$ cat src/hw/rtl/lmfb_pkg.sv
package lmfb_pkg;

  localparam int NUM_DEVICES = 4;
  localparam int ROW_W       = 8 * NUM_DEVICES;
  localparam int COL_W       = $clog2(ROW_W);
  localparam int DEV_W       = (NUM_DEVICES > 1) ? $clog2(NUM_DEVICES) : 1;
  localparam int NUM_ROWS    = 8;
  localparam int ROW_AW      = 3;
  localparam int FRAME_W     = 64;
  localparam int CFG_AW      = 8;
  localparam int CFG_DW      = 8;
  localparam int STEP_W      = 3;

  localparam logic [CFG_AW-1:0] CFG_INTENSITY  = 8'd0;
  localparam logic [CFG_AW-1:0] CFG_SCAN_LIMIT = 8'd1;

  localparam logic [7:0] ADDR_TEST      = 8'h0F;
  localparam logic [7:0] ADDR_SHUTDOWN  = 8'h0C;
  localparam logic [7:0] ADDR_SCAN      = 8'h0B;
  localparam logic [7:0] ADDR_INTENSITY = 8'h0A;
  localparam logic [7:0] ADDR_DECODE    = 8'h09;
  localparam logic [7:0] DATA_NORMAL_OP = 8'h01;

  typedef enum logic [1:0] {
    MODE_INIT    = 2'd0,
    MODE_CLEAR   = 2'd1,
    MODE_PIXEL   = 2'd2,
    MODE_REFRESH = 2'd3
  } mode_e;

  typedef enum logic [2:0] {
    INIT_TEST      = 3'd0,
    INIT_SHUTDOWN  = 3'd1,
    INIT_SCAN      = 3'd2,
    INIT_INTENSITY = 3'd3,
    INIT_DECODE    = 3'd4
  } init_reg_e;

  typedef enum logic [2:0] {
    OP_IDLE,
    OP_INIT_EMIT,
    OP_CLEAR,
    OP_ROW_EMIT,
    OP_PIX_RD,
    OP_PIX_WR
  } op_e;

  typedef enum logic [1:0] {
    JC_NEXT,
    JC_GOTO,
    JC_DONE,
    JC_DISPATCH
  } jump_e;

  localparam logic [STEP_W-1:0] S_IDLE   = 3'd0;
  localparam logic [STEP_W-1:0] S_INIT   = 3'd1;
  localparam logic [STEP_W-1:0] S_CLR_RF = 3'd2;
  localparam logic [STEP_W-1:0] S_ROW    = 3'd3;
  localparam logic [STEP_W-1:0] S_PRD    = 3'd4;
  localparam logic [STEP_W-1:0] S_PWR    = 3'd5;
  localparam logic [STEP_W-1:0] S_CLR    = 3'd6;

  typedef struct packed {
    op_e               op;
    jump_e             jc;
    logic [STEP_W-1:0] target;
  } ucode_t;

  typedef struct packed {
    op_e  op;
    logic accept;
  } ctrl_t;

  typedef struct packed {
    mode_e      mode;
    logic [5:0] pixel_x;
    logic [3:0] pixel_y;
    logic       pixel_on;
  } in_word_t;

  typedef struct packed {
    logic [FRAME_W-1:0] frame;
    logic               last;
  } out_word_t;

  function automatic ucode_t ucode_rom(logic [STEP_W-1:0] step);
    ucode_t cw;
    cw = '{op: OP_IDLE, jc: JC_DISPATCH, target: S_IDLE};
    unique case (step)
      S_IDLE:   cw = '{op: OP_IDLE,      jc: JC_DISPATCH, target: S_IDLE};
      S_INIT:   cw = '{op: OP_INIT_EMIT, jc: JC_DONE,     target: S_CLR_RF};
      S_CLR_RF: cw = '{op: OP_CLEAR,     jc: JC_NEXT,     target: S_ROW};
      S_ROW:    cw = '{op: OP_ROW_EMIT,  jc: JC_DONE,     target: S_IDLE};
      S_PRD:    cw = '{op: OP_PIX_RD,    jc: JC_NEXT,     target: S_PWR};
      S_PWR:    cw = '{op: OP_PIX_WR,    jc: JC_GOTO,     target: S_IDLE};
      S_CLR:    cw = '{op: OP_CLEAR,     jc: JC_GOTO,     target: S_IDLE};
      default:  cw = '{op: OP_IDLE,      jc: JC_GOTO,     target: S_IDLE};
    endcase
    return cw;
  endfunction

  function automatic logic [7:0] init_addr(init_reg_e idx);
    logic [7:0] a;
    a = 8'h00;
    unique case (idx)
      INIT_TEST:      a = ADDR_TEST;
      INIT_SHUTDOWN:  a = ADDR_SHUTDOWN;
      INIT_SCAN:      a = ADDR_SCAN;
      INIT_INTENSITY: a = ADDR_INTENSITY;
      INIT_DECODE:    a = ADDR_DECODE;
      default:        a = 8'h00;
    endcase
    return a;
  endfunction

endpackage

$ cat src/hw/rtl/lmfb_store.sv
module lmfb_store import lmfb_pkg::*; (
  input  logic              clk_i,
  input  logic              rst_ni,
  input  logic              clr_i,
  input  logic [ROW_AW-1:0] rd_addr_i,
  input  logic              wr_en_i,
  input  logic [ROW_AW-1:0] wr_addr_i,
  input  logic [ROW_W-1:0]  wr_data_i,
  output logic [ROW_W-1:0]  rd_data_o
);

  logic [ROW_W-1:0]    mem_q [NUM_ROWS];
  logic [NUM_ROWS-1:0] valid_q, valid_d;
  logic [ROW_W-1:0]    rd_q;
  logic                rd_ok_q, rd_ok_d;

  always_comb begin
    valid_d = valid_q;
    if (clr_i) begin
      valid_d = '0;
    end
    if (wr_en_i) begin
      valid_d[wr_addr_i] = 1'b1;
    end
    rd_ok_d = valid_q[rd_addr_i] & ~clr_i;
  end

  always_ff @(posedge clk_i or negedge rst_ni) begin
    if (!rst_ni) begin
      valid_q <= '0;
      rd_ok_q <= 1'b0;
    end else begin
      valid_q <= valid_d;
      rd_ok_q <= rd_ok_d;
    end
  end

  always_ff @(posedge clk_i) begin
    if (wr_en_i) begin
      mem_q[wr_addr_i] <= wr_data_i;
    end
    rd_q <= mem_q[rd_addr_i];
  end

  assign rd_data_o = rd_ok_q ? rd_q : '0;

endmodule

$ cat src/hw/rtl/lmfb_seq.sv
module lmfb_seq import lmfb_pkg::*; (
  input  logic     clk_i,
  input  logic     rst_ni,
  input  logic     in_valid_i,
  input  in_word_t in_word_i,
  input  logic     done_i,
  output ctrl_t    ctrl_o
);

  logic [STEP_W-1:0] step_q, step_d;
  ucode_t            cw;
  logic              pix_ok;

  always_comb begin
    cw     = ucode_rom(step_q);
    pix_ok = (7'(in_word_i.pixel_x) < 7'(ROW_W)) && !in_word_i.pixel_y[3];
    ctrl_o.op     = cw.op;
    ctrl_o.accept = (cw.op == OP_IDLE) && in_valid_i;
    step_d = step_q;
    unique case (cw.jc)
      JC_NEXT: step_d = step_q + 1'b1;
      JC_GOTO: step_d = cw.target;
      JC_DONE: begin
        if (done_i) begin
          step_d = cw.target;
        end
      end
      JC_DISPATCH: begin
        if (in_valid_i) begin
          unique case (in_word_i.mode)
            MODE_INIT:    step_d = S_INIT;
            MODE_CLEAR:   step_d = S_CLR;
            MODE_PIXEL:   step_d = pix_ok ? S_PRD : S_IDLE;
            MODE_REFRESH: step_d = S_ROW;
            default:      step_d = S_IDLE;
          endcase
        end
      end
      default: step_d = S_IDLE;
    endcase
  end

  always_ff @(posedge clk_i or negedge rst_ni) begin
    if (!rst_ni) begin
      step_q <= S_IDLE;
    end else begin
      step_q <= step_d;
    end
  end

endmodule

$ cat src/hw/rtl/led_matrix_frame_buffer_refresh_unit.sv
// Init gives 5*NUM_DEVICES set-up frames, one clear step and 8 row frames, the frames
//   emitted one per cycle while the output is not stalled; refresh gives 8 frames;
//   set pixel steps through read, write and back to idle; clear clears, then idles.
// Throughput is set by the single output register: one frame per cycle when drained.
// Reset clears the pixel store (per-row valid bits), sets intensity 0, scan limit 7.
module led_matrix_frame_buffer_refresh_unit import lmfb_pkg::*; (
  input  logic              clk_i,
  input  logic              rst_ni,
  input  logic              in_valid_i,
  output logic              in_ready_o,
  input  in_word_t          in_word_i,
  output logic              out_valid_o,
  input  logic              out_ready_i,
  output out_word_t         out_word_o,
  input  logic              cfg_valid_i,
  output logic              cfg_ready_o,
  input  logic [CFG_AW-1:0] cfg_index_i,
  input  logic [CFG_DW-1:0] cfg_data_i
);

  ctrl_t ctrl;
  logic  done;

  logic [3:0]        intensity_q;
  logic [2:0]        scan_q;
  logic [COL_W-1:0]  col_q;
  logic [ROW_AW-1:0] py_q;
  logic              on_q;
  logic [DEV_W-1:0]  dev_q, dev_d;
  init_reg_e         reg_q, reg_d;
  logic [ROW_AW-1:0] row_q, row_d;
  logic              ovalid_q, ovalid_d;
  out_word_t         oword_q, oword_d;

  logic              emit_ok;
  logic [ROW_AW-1:0] rd_addr;
  logic [ROW_W-1:0]  rd_data;
  logic [ROW_W-1:0]  wr_data;
  logic [7:0]        init_data;
  logic [FRAME_W-1:0] init_frame, row_frame;

  lmfb_seq u_seq (
    .clk_i      (clk_i),
    .rst_ni     (rst_ni),
    .in_valid_i (in_valid_i),
    .in_word_i  (in_word_i),
    .done_i     (done),
    .ctrl_o     (ctrl)
  );

  lmfb_store u_store (
    .clk_i     (clk_i),
    .rst_ni    (rst_ni),
    .clr_i     (ctrl.op == OP_CLEAR),
    .rd_addr_i (rd_addr),
    .wr_en_i   (ctrl.op == OP_PIX_WR),
    .wr_addr_i (py_q),
    .wr_data_i (wr_data),
    .rd_data_o (rd_data)
  );

  assign in_ready_o  = (ctrl.op == OP_IDLE);
  assign cfg_ready_o = 1'b1;
  assign out_valid_o = ovalid_q;
  assign out_word_o  = oword_q;
  assign emit_ok     = !ovalid_q || out_ready_i;

  always_comb begin
    case (reg_q)
      INIT_SHUTDOWN:  init_data = DATA_NORMAL_OP;
      INIT_SCAN:      init_data = {5'd0, scan_q};
      INIT_INTENSITY: init_data = {4'd0, intensity_q};
      default:        init_data = 8'h00;
    endcase
    init_frame = '0;
    row_frame  = '0;
    for (int s = 0; s < NUM_DEVICES; s++) begin
      if (DEV_W'(NUM_DEVICES - 1 - s) == dev_q) begin
        init_frame[FRAME_W-1-16*s -: 8] = init_addr(reg_q);
        init_frame[FRAME_W-9-16*s -: 8] = init_data;
      end
      row_frame[FRAME_W-1-16*s -: 8] = 8'(row_q) + 8'd1;
      row_frame[FRAME_W-9-16*s -: 8] = rd_data[8*(NUM_DEVICES-1-s) +: 8];
    end
    wr_data        = rd_data;
    wr_data[col_q] = on_q;
  end

  always_comb begin
    dev_d    = dev_q;
    reg_d    = reg_q;
    row_d    = row_q;
    ovalid_d = ovalid_q & ~out_ready_i;
    oword_d  = oword_q;
    done     = 1'b0;
    case (ctrl.op)
      OP_INIT_EMIT: begin
        if (emit_ok) begin
          ovalid_d = 1'b1;
          oword_d  = '{frame: init_frame, last: 1'b0};
          if (dev_q == DEV_W'(NUM_DEVICES - 1)) begin
            dev_d = '0;
            if (reg_q == INIT_DECODE) begin
              reg_d = INIT_TEST;
              done  = 1'b1;
            end else begin
              reg_d = init_reg_e'(reg_q + 3'd1);
            end
          end else begin
            dev_d = dev_q + 1'b1;
          end
        end
      end
      OP_ROW_EMIT: begin
        if (emit_ok) begin
          ovalid_d = 1'b1;
          oword_d  = '{frame: row_frame, last: (row_q == ROW_AW'(NUM_ROWS - 1))};
          row_d    = row_q + 1'b1;
          done     = (row_q == ROW_AW'(NUM_ROWS - 1));
        end
      end
      default: begin
      end
    endcase
    rd_addr = (ctrl.op == OP_PIX_RD) ? py_q : row_d;
  end

  always_ff @(posedge clk_i or negedge rst_ni) begin
    if (!rst_ni) begin
      intensity_q <= 4'd0;
      scan_q      <= 3'd7;
      dev_q       <= '0;
      reg_q       <= INIT_TEST;
      row_q       <= '0;
      ovalid_q    <= 1'b0;
    end else begin
      dev_q    <= dev_d;
      reg_q    <= reg_d;
      row_q    <= row_d;
      ovalid_q <= ovalid_d;
      if (cfg_valid_i) begin
        case (cfg_index_i)
          CFG_INTENSITY:  intensity_q <= cfg_data_i[3:0];
          CFG_SCAN_LIMIT: scan_q      <= cfg_data_i[2:0];
          default: begin
          end
        endcase
      end
    end
  end

  always_ff @(posedge clk_i) begin
    oword_q <= oword_d;
    if (ctrl.accept) begin
      col_q <= COL_W'(ROW_W - 1) - in_word_i.pixel_x[COL_W-1:0];
      py_q  <= in_word_i.pixel_y[ROW_AW-1:0];
      on_q  <= in_word_i.pixel_on;
    end
  end

endmodule
$ cat config.mk
export PLATFORM = sky130hd
export DESIGN_NAME = led_matrix_frame_buffer_refresh_unit
export DESIGN_NICKNAME = d
export VERILOG_FILES = /design/src/hw/rtl/lmfb_pkg.sv /design/src/hw/rtl/lmfb_store.sv /design/src/hw/rtl/lmfb_seq.sv /design/src/hw/rtl/led_matrix_frame_buffer_refresh_unit.sv
export SDC_FILE = /design/constraint.sdc
export NUM_CORES = 1
export LEC_CHECK = 0
export ABC_AREA = 1
export CAP_MARGIN = 20
export CORE_MARGIN = 2
export CORE_UTILIZATION = 50
export DETAILED_ROUTE_END_ITERATION = 16
export DONT_BUFFER_PORTS = 1
export HOLD_SLACK_MARGIN = 0.05
export PLACE_DENSITY = 0.65
export SYNTH_ARGS = -nofsm -noshare
export SYNTH_HDL_FRONTEND = slang
export SYNTH_HIERARCHICAL = 1
export SYNTH_SLANG_ARGS = --single-unit
$ cat constraint.sdc
create_clock -name clk_i -period 4.2 [get_ports clk_i]
set_input_delay 0.21 -clock clk_i [delete_from_list [all_inputs] [get_ports clk_i]]
set_output_delay 0.21 -clock clk_i [all_outputs]
set_load 0.01 [all_outputs]
Word level (Yosys, flattened, before mapping)

Memories as Yosys holds them, arrays and structs flattened. A register that Yosys moved wholly into a read port is not among the register bits.
Index checks and enable logic that the tools add are counted.
Widths: inputs -> output; s select.

Flip-flop bits (word level): 102
Bits in writable memories: 256
Input bits: 34
Output and inout bits: 68
Logic and storage cells: 124
Memories: 1

Add/sub/neg operators: 6
Magnitude comparators: 6
Equality and inequality tests: 31
Multiplexer cells: 39
Bitwise gates (word level): 5
Reduce and logical (&&, ||, !) cells: 22

Memories:

| name          | depth | width | read ports | clocked after memory_dff | wr ports | RTL line         | text |
|---|---|---|---|---|---|---|---|
| u_store.mem_q | 8     | 32    | 1          | 1                        | 1        | lmfb_store.sv:12 | `logic [ROW_W-1:0] mem_q [NUM_ROWS];` |

Operators with widths:

| kind                | count |
|---|---|
| $mux 65             | 2 |
| $pmux 65 s2         | 1 |
| $pmux 8 s7          | 1 |
| $mux 12             | 3 |
| $bwmux 32           | 1 |
| $mux 32             | 1 |
| $pmux 3 s4          | 2 |
| $eq 3x3->1 const B  | 7 |
| $mux 3              | 7 |
| $pmux 4 s5          | 1 |
| $eq 3x2->1 const B  | 6 |
| $mux 16             | 1 |
| $mux 8              | 2 |
| $pmux 4 s3          | 1 |
| $mux 1              | 11 |
| $eq 2x2->1 const B  | 5 |
| $add 3x1->3 const B | 3 |
| $eq 3x1->1 const B  | 3 |
| $logic_not 3->1     | 3 |
| $eq 8x1->1 const B  | 1 |
| $logic_not 8->1     | 1 |
| $lt 3x4->1 const B  | 2 |
| $ne 2x2->1 const B  | 4 |
| $or 8x8->8          | 1 |
| other kinds (25)    | 39 |

Depth between registers and ports, before layout

Depth after elaboration: 8
Depth in mapped cells: 19
Gate-level depth less buffers: 16

By module

The synthesis kept the hierarchy.

Modules (own cells, without submodules):

| module                               | instances | cells an instance | area each (µm²) |
|---|---|---|---|
| lmfb_store                           | 1         | 1013              | 11537.3 |
| led_matrix_frame_buffer_refresh_unit | 1         | 478               | 4137.7 |
| lmfb_seq                             | 1         | 78                | 505.5 |

Worst setup path before layout

OpenSTA, ideal clock, no wires.

Kind: register to register
Start point: reg u_seq.step_q[2]
End point: mem u_store/mem_q[3][0] in the netlist's numbering (enable)
Data arrival time: 2.966 ns
Setup slack: 0.813 ns
Cell stages (with the launch flop): 7
Buffers on the path: 0
Period minus slack after synthesis: 3.387 ns
Path through: dfrtp_1 -> inv_2 -> nor2_1 -> inv_1 -> nor3_1 -> nand2_1 -> nor2_1

RTL lines:

| item                   | RTL line         | text |
|---|---|---|
| start, declared        | lmfb_seq.sv:10   | `logic [STEP_W-1:0] step_q, step_d;` |
| start signal, assigned | lmfb_seq.sv:47   | `step_q <= step_d;` |
| end, declared          | lmfb_store.sv:12 |  |

==> run metrics <==
run status finished, final reports clean; cell area after synthesis 0.0162 sq mm; Setup-failing EPs final 0; Total GRT Usage 22.5%; post-CTS setup buffer count 0; commonest non-fill, non-tap cells in the layout nand2_1, edfxtp_1, nor2_1; DRT iter0 DRCs 1084; top post-synthesis cells by area edfxtp_1, nand2_1, nor2_1, dfxtp_1, dfrtp_1; root buf cell clkbuf_16; met1 WL 16100 um; Least-Margin Pin Slew 1.08 ns; most common cell after layout, fill and taps aside nand2_1; Max rail drop VDD 0.470 mV; Critical Path AT 3.63 ns; Crit Path Max Fanout 23; final setup TNS 0 ns; crit start category flop; # diodes 0; vias 10700; post-synth top area cell edfxtp_1; Core Footprint 0.0317 sq mm; share of layout cells above drive strength 1 7.36%; die area 0.0338 sq mm; initial antenna violation count 0; H-Tree Depth 2; worst path required time 4.60 ns; Rows 65; synthesized flop and latch total 374; CTS clk-pin slew, worst paths 0.06 ns; Hold Crit Class primary input to flop; Sink Count 374; hpwl dp 20300 um; Final Max Tran Viols 0; met3 routed WL 2310 um; Layout area overhead 12.4%; met2 wire length 17900 um; Slew Limit Headroom 27.5%; Clock Latency Late Sink 0.52 ns; first-pass GRT wire length 57800 um; net load switching power 5.78 mW; vias per inst 5.28; cells after synthesis 1569; die height 184 um; PortBufs 0; synth warn 6; RePlAce Congestion 0.829; final core utilization 57.3%; Gate power share 40.3%; worst hold slack 0.101 ns; TritonRoute pass-1 iters 7; Routed Antenna Nets 0; Die X-Extent 184 um; largest net degree at the start of global routing 87; Crit Path Category flop to flop; Flop pwr share 36.5%; post-synthesis sequential area ratio 66.6%; post-synth top area share 58.3%; grt total ovfl 0; maximum clock path buffer count 3; RSZ-0062 raised after global routing no; Avg Inst Size Synth 10.3 sq um; Post-Route Skew 0.0149 ns; clock network fraction of design power 23.3%; vias in the first global route 10200; TritonCTS Buffers 39; period utilization 76.8%; routed len/inst 18.3 um; Residual DRC 0; max cap viols 0; Crit. End Element flop; Distinct cells, synth 36; maximum clock rate 310 MHz; Tot Pwr 14.6 mW; switch share 39.6%; nets 1660; final hold viol count 0; CTS tree yes; uppermost layer routed met4; Initial Utilization 51.0%; Cell Int Power 8.82 mW; Leak Pwr 7.27 nW; drt total wl 37100 um; Top-Level Pins 102; Final Critical Period 3.22 ns; power density over cell area 803 mW/mm^2
-- path summary, 6_finish.rpt --
check                                     start          endpoint  slack, ns  depth (start not counted)
min                                  in_valid_i           py_q[1]       0.10                          2
max                             u_seq/step_q[0]   u_seq/step_q[2]       0.98                         15
min in group asynchronous                rst_ni    intensity_q[2]       0.16                          2
max in group asynchronous                rst_ni         scan_q[0]       3.80                          2
max reg2reg                     u_seq/step_q[0]   u_seq/step_q[2]       0.98                         15
min reg2reg                u_store/mem_q[1][30]  u_store/rd_q[30]       0.53                          4
-- kinds of logic after synthesis --
kind of cell | synth area share, %
simple gates | 19.1
compound gates | 6.35
flops | 66.6
buf+inv | 6.07
other cells | 0.0464
fa+ha+maj | 1.86
-- layer usage --
metal / vias to the layer above / global-route usage, %
met5: - / 0
met4: 0 / 6.59
met3: 56 / 2.83
met2: 349 / 37.1
met1: 5119 / 31.5
li1: 5208 / -
-- cell type report --
class | instances | area, sq um
fill | 2621 | 13500
sequential | 374 | 10800
multi-input combinational | 1002 | 4560
clock buffer | 48 | 1070
timing repair buffer | 56 | 596
tap | 402 | 503
inverter | 129 | 488
clock inverter | 22 | 198
-- power by group through the flow --
stage	Sequential, mW	Clock, mW	Combinational (mW)
floorplan	5.32	0	4.49
global placement	5.39	0	5.72
detailed placement	5.40	0	5.81
CTS	5.33	3.45	5.90
global route	5.38	3.61	6.69
finish	5.33	3.40	5.88
-- flip-flops by register name, summed over array words and instances (netlist names) --
signal           flops
col_q                5
dev_q                2
intensity_q          4
on_q                 1
out_valid_o          1
out_word_o          49
py_q                 3
reg_q                3
row_q                3
scan_q               3
u_seq/step_q         3
u_store/mem_q      256
u_store/rd_ok_q      1
u_store/rd_q        32
u_store/valid_q      8
-- per-stage QoR --
stage	std cells	instance area (sq um)	setup slack, ns
floorplan	1584	16200	0.813
global placement	1927	16500	1.09
detailed placement	1927	16500	0.963
CTS	2033	18200	0.966
global route	2033	18200	0.690
finish	2033	18200	0.975
-- synthesized netlist by cell type, drive strengths merged --
cell type	count
dfrtp	25
nand3b	5
dfstp	3
nor3	10
inv	129
nand2	386
or2	1
edfxtp	314
o21ai	187
nand3	35
ha	24
o22ai	9
a31oi	1
and2	3
conb	2
dfxtp	32
nor2	315
buf	60
a21oi	3
clkbuf	19
nand4	6
-- worst max-delay path, stage by stage, from the launching register on --
cell and delay, ns:
dfrtp_1 0.43, ha_1 0.22, ha_1 0.18, inv_1 0.11, nand2_1 0.15, inv_1 0.18, nor2_4 0.07, nand2_4 0.33
o21ai_0 0.19, o21ai_0 0.13, nor2_1 0.10, o22ai_2 0.29, nor2_1 0.07, nand2_1 0.07, nand2_1 0.04, dlygate4sd3_1 0.54
-- repair_timing --
action	in CTS	in global routing
setup endpoints to repair	0	0
resized for setup	0	0
hold buffers	36	0
endpoints found under the hold margin	48	0
Note: power is estimated with default switching activity, not from simulation.
